`config.mk`:
```
export PLATFORM = sky130hd
export DESIGN_NAME = mbr_engine
export DESIGN_NICKNAME = d
export VERILOG_FILES = /design/src/sv/mbr_pkg.sv /design/src/sv/mbr_engine.sv
export SDC_FILE = /design/constraint.sdc
export NUM_CORES = 2
export LEC_CHECK = 0
export BUFFER_PORTS_ARGS = -buffer_cell sky130_fd_sc_hd__buf_4
export CORE_ASPECT_RATIO = 1.2
export CORE_UTILIZATION = 55
export DETAILED_ROUTE_END_ITERATION = 6
export PLACE_DENSITY = 0.69
export SLEW_MARGIN = 20
export SYNTH_ARGS = -nofsm -noshare
export SYNTH_HDL_FRONTEND = slang
export SYNTH_SLANG_ARGS = --single-unit
```
`constraint.sdc`:
```
create_clock -name clock -period 11.5 [get_ports clock]
set_input_delay 1.15 -clock clock [delete_from_list [all_inputs] [get_ports clock]]
set_output_delay 1.15 -clock clock [all_outputs]
set_load 0.02 [all_outputs]
```
`src/sv/mbr_pkg.sv`:
```
// Package for the mono bitmap resize block: shared constants, codes and types.
// Used by mbr_engine, mono_bitmap_resize_core, mbr_checker and tb_top; depends on nothing.
package mbr_pkg;

   localparam int STORE_WORDS_DEF = 256;
   // Wide enough for row * words + word over the largest register values
   localparam int ADDR_W = 15;
   localparam int ROW_WORDS = 32;
   localparam int ERR_W = 12;

   localparam logic [1:0] OP_LOAD = 2'd0;
   localparam logic [1:0] OP_RUN  = 2'd1;
   localparam logic [1:0] OP_READ = 2'd2;

   localparam logic [1:0] MODE_KEEP  = 2'd0;
   localparam logic [1:0] MODE_SCALE = 2'd1;

   localparam logic [2:0] CSR_MODE       = 3'd0;
   localparam logic [2:0] CSR_SRC_WIDTH  = 3'd1;
   localparam logic [2:0] CSR_SRC_HEIGHT = 3'd2;
   localparam logic [2:0] CSR_DST_WIDTH  = 3'd3;
   localparam logic [2:0] CSR_DST_HEIGHT = 3'd4;

   typedef struct packed {
      logic [1:0] mode;
      logic [4:0] src_words;
      logic [8:0] src_height;
      logic [4:0] dst_words;
      logic [8:0] dst_height;
   } cfg_type;

   typedef struct packed {
      logic              src_rd;
      logic [ADDR_W-1:0] src_addr;
      logic              dst_rd;
      logic [ADDR_W-1:0] dst_raddr;
      logic              dst_wr;
      logic [ADDR_W-1:0] dst_waddr;
      logic [15:0]       dst_wdata;
   } mem_req_type;

endpackage

```
`src/sv/mbr_engine.sv`:
```
// Run sequencer: clears the destination store; keep mode then crops/pads and
// scale mode (read-modify-write) scales the source in. Depends on mbr_pkg.
module mbr_engine import mbr_pkg::*; #(
   parameter int STORE_WORDS = STORE_WORDS_DEF
) (
   input  logic        clock,
   input  logic        reset,
   input  logic        start,
   input  cfg_type     cfg,
   input  logic [15:0] src_q,
   input  logic [15:0] dst_q,
   output mem_req_type mem_req,
   output logic        done,
   output logic        idle
);

   localparam int AW = $clog2(STORE_WORDS);

   typedef enum logic [3:0] {
      S_IDLE, S_CLR, S_KEEP, S_KFLUSH, S_ROW, S_FETCH, S_FWAIT,
      S_PIX, S_REP, S_VSTEP, S_COPY, S_CFLUSH, S_DONE
   } state_type;

   state_type state_ff;
   logic [AW-1:0]           cnt_ff;
   logic [8:0]              k_ff, rows_ff, i_ff, j_ff, d_ff;
   logic [4:0]              w_ff, cols_ff;
   logic [ADDR_W-1:0]       sbase_ff, qbase_ff, nbase_ff;
   logic signed [ERR_W-1:0] e_ff, f_ff;
   logic                    srcok_ff;
   logic [15:0]             srcword_ff;
   logic [15:0]             rowbuf_ff [ROW_WORDS];
   logic                    done_ff;
   logic                    init_ff;

   logic                    p_valid_ff, p_keep_ff, p_ok_ff, p_srcok_ff;
   logic [ADDR_W-1:0]       p_waddr_ff;
   logic [4:0]              p_w_ff;

   logic [8:0]              srcw;
   logic signed [ERR_W-1:0] two_dw, two_sw, two_dh, two_sh, en, en2, er;
   logic [ADDR_W-1:0]       keep_saddr, keep_daddr, fetch_addr, copy_addr;
   logic                    bit_cur, last_pix;
   logic [8:0]              next_i;
   state_type               adv_state;

   always_comb begin
      srcw   = {cfg.src_words, 4'b0};
      two_dw = $signed({2'b0, cfg.dst_words, 5'b0});
      two_sw = $signed({2'b0, cfg.src_words, 5'b0});
      two_dh = $signed({2'b0, cfg.dst_height, 1'b0});
      two_sh = $signed({2'b0, cfg.src_height, 1'b0});
      en  = e_ff + two_dw;
      en2 = en - two_sw;
      er  = e_ff - two_sw;
      keep_saddr = sbase_ff + ADDR_W'(w_ff);
      keep_daddr = qbase_ff + ADDR_W'(w_ff);
      fetch_addr = sbase_ff + ADDR_W'(i_ff[8:4]);
      copy_addr  = qbase_ff + ADDR_W'(w_ff);
      bit_cur  = srcword_ff[~i_ff[3:0]];
      last_pix = (i_ff == srcw - 9'd1);
      next_i   = i_ff + 9'd1;
      if (last_pix) begin
         adv_state = S_VSTEP;
      end else if (next_i[3:0] == 4'd0) begin
         adv_state = S_FETCH;
      end else begin
         adv_state = S_PIX;
      end
   end

   always_comb begin
      mem_req.src_rd    = (state_ff == S_FETCH) || (state_ff == S_KEEP);
      mem_req.src_addr  = (state_ff == S_KEEP) ? keep_saddr : fetch_addr;
      mem_req.dst_rd    = (state_ff == S_COPY);
      mem_req.dst_raddr = copy_addr;
      if (state_ff == S_CLR) begin
         mem_req.dst_wr    = 1'b1;
         mem_req.dst_waddr = ADDR_W'(cnt_ff);
         mem_req.dst_wdata = 16'h0;
      end else begin
         mem_req.dst_wr    = p_valid_ff && p_ok_ff;
         mem_req.dst_waddr = p_waddr_ff;
         if (p_keep_ff) begin
            mem_req.dst_wdata = p_srcok_ff ? src_q : 16'h0;
         end else begin
            mem_req.dst_wdata = rowbuf_ff[p_w_ff] | dst_q;
         end
      end
   end

   assign done = done_ff;
   assign idle = (state_ff == S_IDLE);

   always_ff @(posedge clock) begin
      if (reset) begin
         // clearing pass over the destination store right after reset
         state_ff   <= S_CLR;
         cnt_ff     <= '0;
         init_ff    <= 1'b1;
         p_valid_ff <= 1'b0;
         done_ff    <= 1'b0;
      end else begin
         done_ff    <= 1'b0;
         p_valid_ff <= 1'b0;
         case (state_ff)
            S_IDLE: begin
               if (start) begin
                  cnt_ff   <= '0;
                  state_ff <= S_CLR;
               end
            end
            S_CLR: begin
               cnt_ff <= cnt_ff + 1'b1;
               if (cnt_ff == AW'(STORE_WORDS - 1)) begin
                  sbase_ff <= '0;
                  qbase_ff <= '0;
                  nbase_ff <= '0;
                  w_ff     <= '0;
                  k_ff     <= '0;
                  f_ff     <= '0;
                  rows_ff  <= (cfg.src_height < cfg.dst_height) ?
                              cfg.src_height : cfg.dst_height;
                  cols_ff  <= (cfg.src_words < cfg.dst_words) ?
                              cfg.src_words : cfg.dst_words;
                  if (init_ff) begin
                     init_ff  <= 1'b0;
                     state_ff <= S_IDLE;
                  end else begin
                     case (cfg.mode)
                        MODE_KEEP: begin
                           if (cfg.src_height == 9'd0 || cfg.dst_height == 9'd0 ||
                               cfg.src_words == 5'd0 || cfg.dst_words == 5'd0) begin
                              state_ff <= S_DONE;
                           end else begin
                              state_ff <= S_KEEP;
                           end
                        end
                        MODE_SCALE: state_ff <= S_ROW;
                        default:    state_ff <= S_DONE;
                     endcase
                  end
               end
            end
            S_KEEP: begin
               // k_ff counts rows here
               p_valid_ff <= 1'b1;
               p_keep_ff  <= 1'b1;
               p_waddr_ff <= keep_daddr;
               p_ok_ff    <= keep_daddr < ADDR_W'(STORE_WORDS);
               p_srcok_ff <= keep_saddr < ADDR_W'(STORE_WORDS);
               if (w_ff == cols_ff - 5'd1) begin
                  w_ff     <= '0;
                  k_ff     <= k_ff + 9'd1;
                  sbase_ff <= sbase_ff + ADDR_W'(cfg.src_words);
                  qbase_ff <= qbase_ff + ADDR_W'(cfg.dst_words);
                  if (k_ff == rows_ff - 9'd1) begin
                     state_ff <= S_KFLUSH;
                  end
               end else begin
                  w_ff <= w_ff + 5'd1;
               end
            end
            S_KFLUSH: state_ff <= S_DONE;
            S_ROW: begin
               if (k_ff == cfg.src_height) begin
                  state_ff <= S_DONE;
               end else begin
                  f_ff <= f_ff + two_dh;
                  for (int n = 0; n < ROW_WORDS; n++) begin
                     rowbuf_ff[n] <= 16'h0;
                  end
                  e_ff <= '0;
                  i_ff <= '0;
                  j_ff <= '0;
                  d_ff <= '0;
                  state_ff <= (cfg.src_words == 5'd0) ? S_VSTEP : S_FETCH;
               end
            end
            S_FETCH: begin
               srcok_ff <= fetch_addr < ADDR_W'(STORE_WORDS);
               state_ff <= S_FWAIT;
            end
            S_FWAIT: begin
               srcword_ff <= srcok_ff ? src_q : 16'h0;
               state_ff   <= S_PIX;
            end
            S_PIX: begin
               if (en <= 12'sd0) begin
                  // skipped source pixel merges into the previous output pixel
                  if (bit_cur) begin
                     rowbuf_ff[d_ff[8:4]][~d_ff[3:0]] <= 1'b1;
                  end
                  e_ff     <= en;
                  i_ff     <= next_i;
                  state_ff <= adv_state;
               end else begin
                  if (bit_cur) begin
                     rowbuf_ff[j_ff[8:4]][~j_ff[3:0]] <= 1'b1;
                  end
                  d_ff <= j_ff;
                  j_ff <= j_ff + 9'd1;
                  e_ff <= en2;
                  if (en2 <= 12'sd0) begin
                     i_ff     <= next_i;
                     state_ff <= adv_state;
                  end else begin
                     state_ff <= S_REP;
                  end
               end
            end
            S_REP: begin
               if (bit_cur) begin
                  rowbuf_ff[j_ff[8:4]][~j_ff[3:0]] <= 1'b1;
               end
               d_ff <= j_ff;
               j_ff <= j_ff + 9'd1;
               e_ff <= er;
               if (er <= 12'sd0) begin
                  i_ff     <= next_i;
                  state_ff <= adv_state;
               end
            end
            S_VSTEP: begin
               if (f_ff > 12'sd0) begin
                  qbase_ff <= nbase_ff;
                  nbase_ff <= nbase_ff + ADDR_W'(cfg.dst_words);
                  f_ff     <= f_ff - two_sh;
               end
               w_ff     <= '0;
               state_ff <= (cfg.dst_words == 5'd0) ? S_CFLUSH : S_COPY;
            end
            S_COPY: begin
               p_valid_ff <= 1'b1;
               p_keep_ff  <= 1'b0;
               p_waddr_ff <= copy_addr;
               p_ok_ff    <= copy_addr < ADDR_W'(STORE_WORDS);
               p_w_ff     <= w_ff;
               w_ff       <= w_ff + 5'd1;
               if (w_ff == cfg.dst_words - 5'd1) begin
                  state_ff <= S_CFLUSH;
               end
            end
            S_CFLUSH: begin
               // last merged word is written this cycle
               if (f_ff > 12'sd0) begin
                  state_ff <= S_VSTEP;
               end else begin
                  k_ff     <= k_ff + 9'd1;
                  sbase_ff <= sbase_ff + ADDR_W'(cfg.src_words);
                  state_ff <= S_ROW;
               end
            end
            S_DONE: begin
               done_ff  <= 1'b1;
               state_ff <= S_IDLE;
            end
            default: state_ff <= S_IDLE;
         endcase
      end
   end

endmodule

```
## Word level (Yosys, flattened, before mapping)

Memory sizes are Yosys's and may differ from the RTL's. A register that Yosys moved wholly into a read port is not among the register bits.
Index checks and enable logic that the tools add are counted.

- Bitwise logic cells: 21
- Muxes and demuxes: 106
- Add/sub/neg operators: 20
- Reduce and logical (&&, ||, !) cells: 43
- Eq/ne operators: 30
- $lt $le $gt $ge: 14

Operator list:

| kind | count |
|---|---|
| $mux W16 | 9 |
| $pmux W9 S3 | 4 |
| $mux W15 | 7 |
| $add A15 B5 Y15 | 6 |
| $mux W9 | 10 |
| $pmux W15 S3 | 2 |
| $pmux W12 S3 | 2 |
| $mux W12 | 5 |
| $mux W4 | 14 |
| $pmux W4 S12 | 1 |
| $lt A15 B9 Y1 const B | 3 |
| $le A12 B1 Y1 const B | 3 |
| $sub A12 B11 Y12 | 3 |
| $mux W1 | 35 |
| $mux W32 | 1 |
| $reduce_or A16 Y1 | 2 |
| $mux W5 | 6 |
| $pmux W15 S2 | 1 |
| $add A9 B1 Y9 const B | 3 |
| $eq A9 B9 Y1 | 3 |
| $add A12 B11 Y12 | 2 |
| $eq A4 B4 Y1 const B | 5 |
| $pmux W5 S4 | 1 |
| $reduce_and A5 Y1 | 4 |
| other kinds (43) | 102 |

- Memories: 1
- Register bits after elaboration: 179
- Logic and storage cells: 259
- RAM bits: 512
- Output and inout bits: 66
- Bits of input ports: 65

Memory list:

| memory | words | bits a word | rd ports | clocked after Yosys merged registers in | wr ports | line | RTL |
|---|---|---|---|---|---|---|---|
| rowbuf_ff | 32 | 16 | 1 | 1 | 32 | mbr_engine.sv:32 | `logic [15:0] rowbuf_ff [ROW_WORDS];` |

## Depth between registers and ports, before layout

- Word-level depth: 11
- Gate-level depth with buffers: 18
- Gate-level depth less buffers: 15

## Worst setup path after synthesis

No wires, ideal clock.

- Path kind: in2reg
- From: input port reset
- To: register k_ff[0], enable pin
- Buffers on the path: 1
- Stages on the path: 3
- Path slack: 5.604 ns
- Data required time: 10.963 ns
- Setup time: 0.537 ns
- Arrival time: 5.359 ns
- Path through: clkbuf_1 nand2b_1 a2111oi_0

- Cells in the longest elaborated chain, start to end: 2

Ends and longest elaborated chain:

| element | line | RTL |
|---|---|---|
| start: declaration | mbr_engine.sv:7 | `input logic reset,` |
| $not A1 Y1 (no line) | - |  |
| $reduce_and A5 Y1 (no line) | - |  |
| end signal: assignment | mbr_engine.sv:154 | `k_ff <= k_ff + 9'd1;` |
| end signal: assignment | mbr_engine.sv:249 | `k_ff <= k_ff + 9'd1;` |
| end: declaration | mbr_engine.sv:26 | `logic [8:0] k_ff, rows_ff, i_ff, j_ff, d_ff;` |

Every way passes these cells.
A chain may end at the register's enable or synchronous reset.

==> results.toml <==
[die]
dieArea_um2 = 61300
num_rows = 98
ios = 131
die_w_um = 226
start_util_pct = 55.7
core_um2 = 59600
die_y_um = 271

[final_layout]
n_fill_cell = 4909
drive_gt1_share_pct = 16.8
multi_input_area_um2 = 16600
nets = 3617
area_growth_pct = 12.5
regArea_um2 = 15400
stdcell_area_um2 = 37300
stdcell_count = 4316

[routing]
drcViolationCount = 0
ant_nets = 0
wl_met2_mm = 47.4
dr.pass1.iters = 5
route.met3.wl_mm = 5.84
wirelength_mm = 93.9
wl_met1_mm = 36.0
viasPerCell = 6.08
routed.top_layer = "met4"
drt_iter0_drc = 2335
wl_per_cell_um = 21.8
dr_total_vias = 26200

[sta]
fin_tns_setup_ns = 0
worst-slew-pin-transition_ns = 1.33
slew_headroom_pct = 9.22
max_freq_mhz = 159
min_period_over_period_pct = 54.7
clock-skew-final_ns = 0.0268
rsz0062_at_grt = "false"
final_hold_viol_count = 0
whs_ns = 0.446
slew_violations = 0
min_period_ns = 6.29
setup_viol = 0

[clock_network]
post_cts_buffers = 0
cts_tree = "built"
clk_pin_slew_ns = 0.06
cts.sinks = 690
cts_resized = 0
cts-htree-levels = 3
cts_hold_buf = 0
cts_root_buf = "clkbuf_16"
clockBufferDepth = 3
insertion_delay_ns = 0.62
cts_made_buffers = 72

[critical_path]
cpPeakStageDelay_ns = 1.11
worstPathMaxFanout = 33
slowest_stage = "a2111oi_0"
crit_family = "buffers and inverters"
reg2regPathDepth = 14
regToRegSetupSlack_ns = 6.44
path_buf_inv = 3
timing.rr.start = "state_ff[1]$_SDFFE_PP0P_"
cp.required_ns = 10.35
crit_path_end_kind = "output pin"
cp-start-kind = "flip-flop"
cpMostUsedCell = "buf_4"
arrival_ns = 5.14
crit_chain = "buf_4 -> buf_4 -> mux4_2 -> mux4_2 -> a2111oi_0 -> a211oi_1 -> buf_4"
r2r-end = "f_ff[11]$_SDFFCE_PN0P_"
cp-endpoint = "mem_req[5]"
cp.depth = 7
critPathKind = "reg -> out"

[placed_design]
gp_congestion = 0.933
dp_hpwl_mm = 63.1
dp.cells = 4185
port_buffers = 130
dpl_cell_area_um2 = 34900

[synthesis]
syn_area_per_cell_um2 = 9.68
yosysSeqAreaShare_pct = 46.4
synthArstFlopShare_pct = 0
synth_fp_nets = 3588
netlist_area_um2 = 33200
ys_warn_count = 0
synth_top_flop_cell = "dfxtp_1"
ys_types = 79
synth_cells = 3430
ys_ff_latch = 690
synth_edf_count = 158

[worst_hold_path]
whs_path_depth = 2
worstHoldPathType = "reg -> reg"

[grt]
grt_pass1_vias = 25700
grt_max_degree = 269
grt_pass1_wl_mm = 145
antenna_found_initial = 1
grt_overflow = 0
grt_use_total_pct = 30.7

[power]
leakagePower_nw = 13.5
irDropWorstVdd_uv = 126
p_per_area_nw_per_um2 = 146

[flow_run]
drv_cap = 0

[run_status]
outcome = "completed"
-- report_power, final --
| part | switching, mW | internal (mW) |
|---|---|---|
| Sequential | 0.0327 | 2.50 |
| Combinational | 0.318 | 0.199 |
| Clock | 0.996 | 1.40 |
| Total | 1.35 | 4.10 |
-- placed cells by master, fill, tap and decap left out, types with 7 or more instances in the layout --
cell	instances
inv_1	70
and3_1	16
o21ai_0	524
buf_4	208
o21ai_1	59
nand4_1	11
mux4_2	165
xor2_1	66
a2111oi_0	7
nand2_1	669
ha_1	83
and2_1	32
a31oi_2	30
clkbuf_16	76
mux2_2	20
nand2b_1	21
mux2i_1	13
clkinv_2	7
a21oi_1	66
a211oi_1	23
nor4_1	15
clkbuf_1	13
fa_1	10
nor3_1	50
xnor2_1	73
nor2_1	185
nor3b_1	12
a31oi_1	16
edfxtp_1	158
dfxtp_1	528
or3_1	17
clkbuf_8	11
a21o_1	23
nand3b_1	9
nor2b_1	58
nand3_1	33
a32oi_2	8
-- metal layers --
layer	vias to the layer above	GRT usage, %
met2	1000	53.5
met1	12800	37.4
li1	12200	-
met3	247	3.70
met5	-	0
met4	0	15.4
-- sequential cells by signal (all words and copies together), names as in the netlist, 4 cells and up, named ones only --
signal,cells
rowbuf_ff,512
srcword_ff,16
nbase_ff,15
p_waddr_ff,15
qbase_ff,15
sbase_ff,15
f_ff,11
d_ff,9
i_ff,9
j_ff,9
k_ff,9
rows_ff,9
cnt_ff,8
e_ff,7
cols_ff,5
p_w_ff,5
w_ff,5
state_ff,4
-- cell type report --
class	count	share of cell area (%)
flip-flops and latches	690	41.3
multi-input cells	2416	44.6
inverters	70	0.704
diodes	2	0.0134
clock buffers	100	5.63
repair buffers	209	4.24
well taps	800	2.68
clock inverters	29	0.918
-- cells by family after synthesis --
family,share of synthesized area [%]
simple gates,15.3
compound gates,14.6
flops,46.4
buf+inv,4.07
mux,12.3
xor+xnor,3.67
fa+ha+maj,3.73
-- stage by stage --
stage / util [%] / power, mW / setup WS (ns)
detailed placement: 58.5 / 3.09 / 5.89
global route: 62.6 / 5.62 / 5.02
floorplan: - / 2.91 / 5.60
finish: 62.7 / 5.45 / 5.21
CTS: 62.6 / 5.47 / 5.24
global placement: 58.4 / 3.08 / 5.28
-- worst min path at each step --
stage	startpoint	endpoint	slack, ns
2_1_floorplan	rowbuf_ff[10][0]$_DFF_P_	rowbuf_ff[10][0]$_DFF_P_	0.42
3_3_place_gp	rowbuf_ff[2][7]$_DFF_P_	rowbuf_ff[2][7]$_DFF_P_	0.43
3_5_place_dp	rowbuf_ff[6][7]$_DFF_P_	rowbuf_ff[6][7]$_DFF_P_	0.44
4_1_cts	rowbuf_ff[18][12]$_DFF_P_	rowbuf_ff[18][12]$_DFF_P_	0.45
5_1_grt	rowbuf_ff[6][0]$_DFF_P_	rowbuf_ff[6][0]$_DFF_P_	0.46
6_report	rowbuf_ff[30][15]$_DFF_P_	rowbuf_ff[30][15]$_DFF_P_	0.45
-- Yosys cell counts, drive strengths merged (4+ instances only) --
| cell type | instances | area share (%) |
|---|---|---|
| nand4 | 11 | 0.21 |
| inv | 70 | 0.79 |
| nand3 | 34 | 0.51 |
| nor4 | 16 | 0.30 |
| xor2 | 66 | 1.7 |
| o31ai | 5 | 0.11 |
| ha | 83 | 3.1 |
| nor2b | 59 | 1.1 |
| a31oi | 47 | 1.5 |
| and3 | 16 | 0.30 |
| o211ai | 4 | 0.11 |
| nand2 | 669 | 7.6 |
| nor4b | 5 | 0.15 |
| a21oi | 73 | 1.1 |
| buf | 69 | 1.2 |
| o21ai | 583 | 8.8 |
| a21boi | 4 | 0.12 |
| xnor2 | 73 | 1.9 |
| nor3b | 13 | 0.29 |
| or2 | 4 | 0.075 |
| clkbuf | 185 | 2.1 |
| o22ai | 4 | 0.075 |
| mux4 | 165 | 11 |
| mux2i | 13 | 0.39 |
| a2111oi | 18 | 0.47 |
| and2 | 33 | 0.63 |
| nand3b | 9 | 0.20 |
| a21o | 23 | 0.52 |
| mux2 | 20 | 0.68 |
| nor3 | 56 | 0.84 |
| fa | 10 | 0.60 |
| or3 | 18 | 0.35 |
| nand2b | 21 | 0.40 |
| a211oi | 23 | 0.52 |
| nor2 | 187 | 2.1 |
| a32oi | 9 | 0.28 |
| o21bai | 6 | 0.14 |
| edfxtp | 158 | 14 |
| dfxtp | 532 | 32 |
-- worst min-delay path: cells and delay by family (launching register included) --
family | cells | cell delay (ns)
flops | 1 | 0.31
simple gates | 1 | 0.05
compound gates | 1 | 0.05
(Power assumes the default switching activity.)
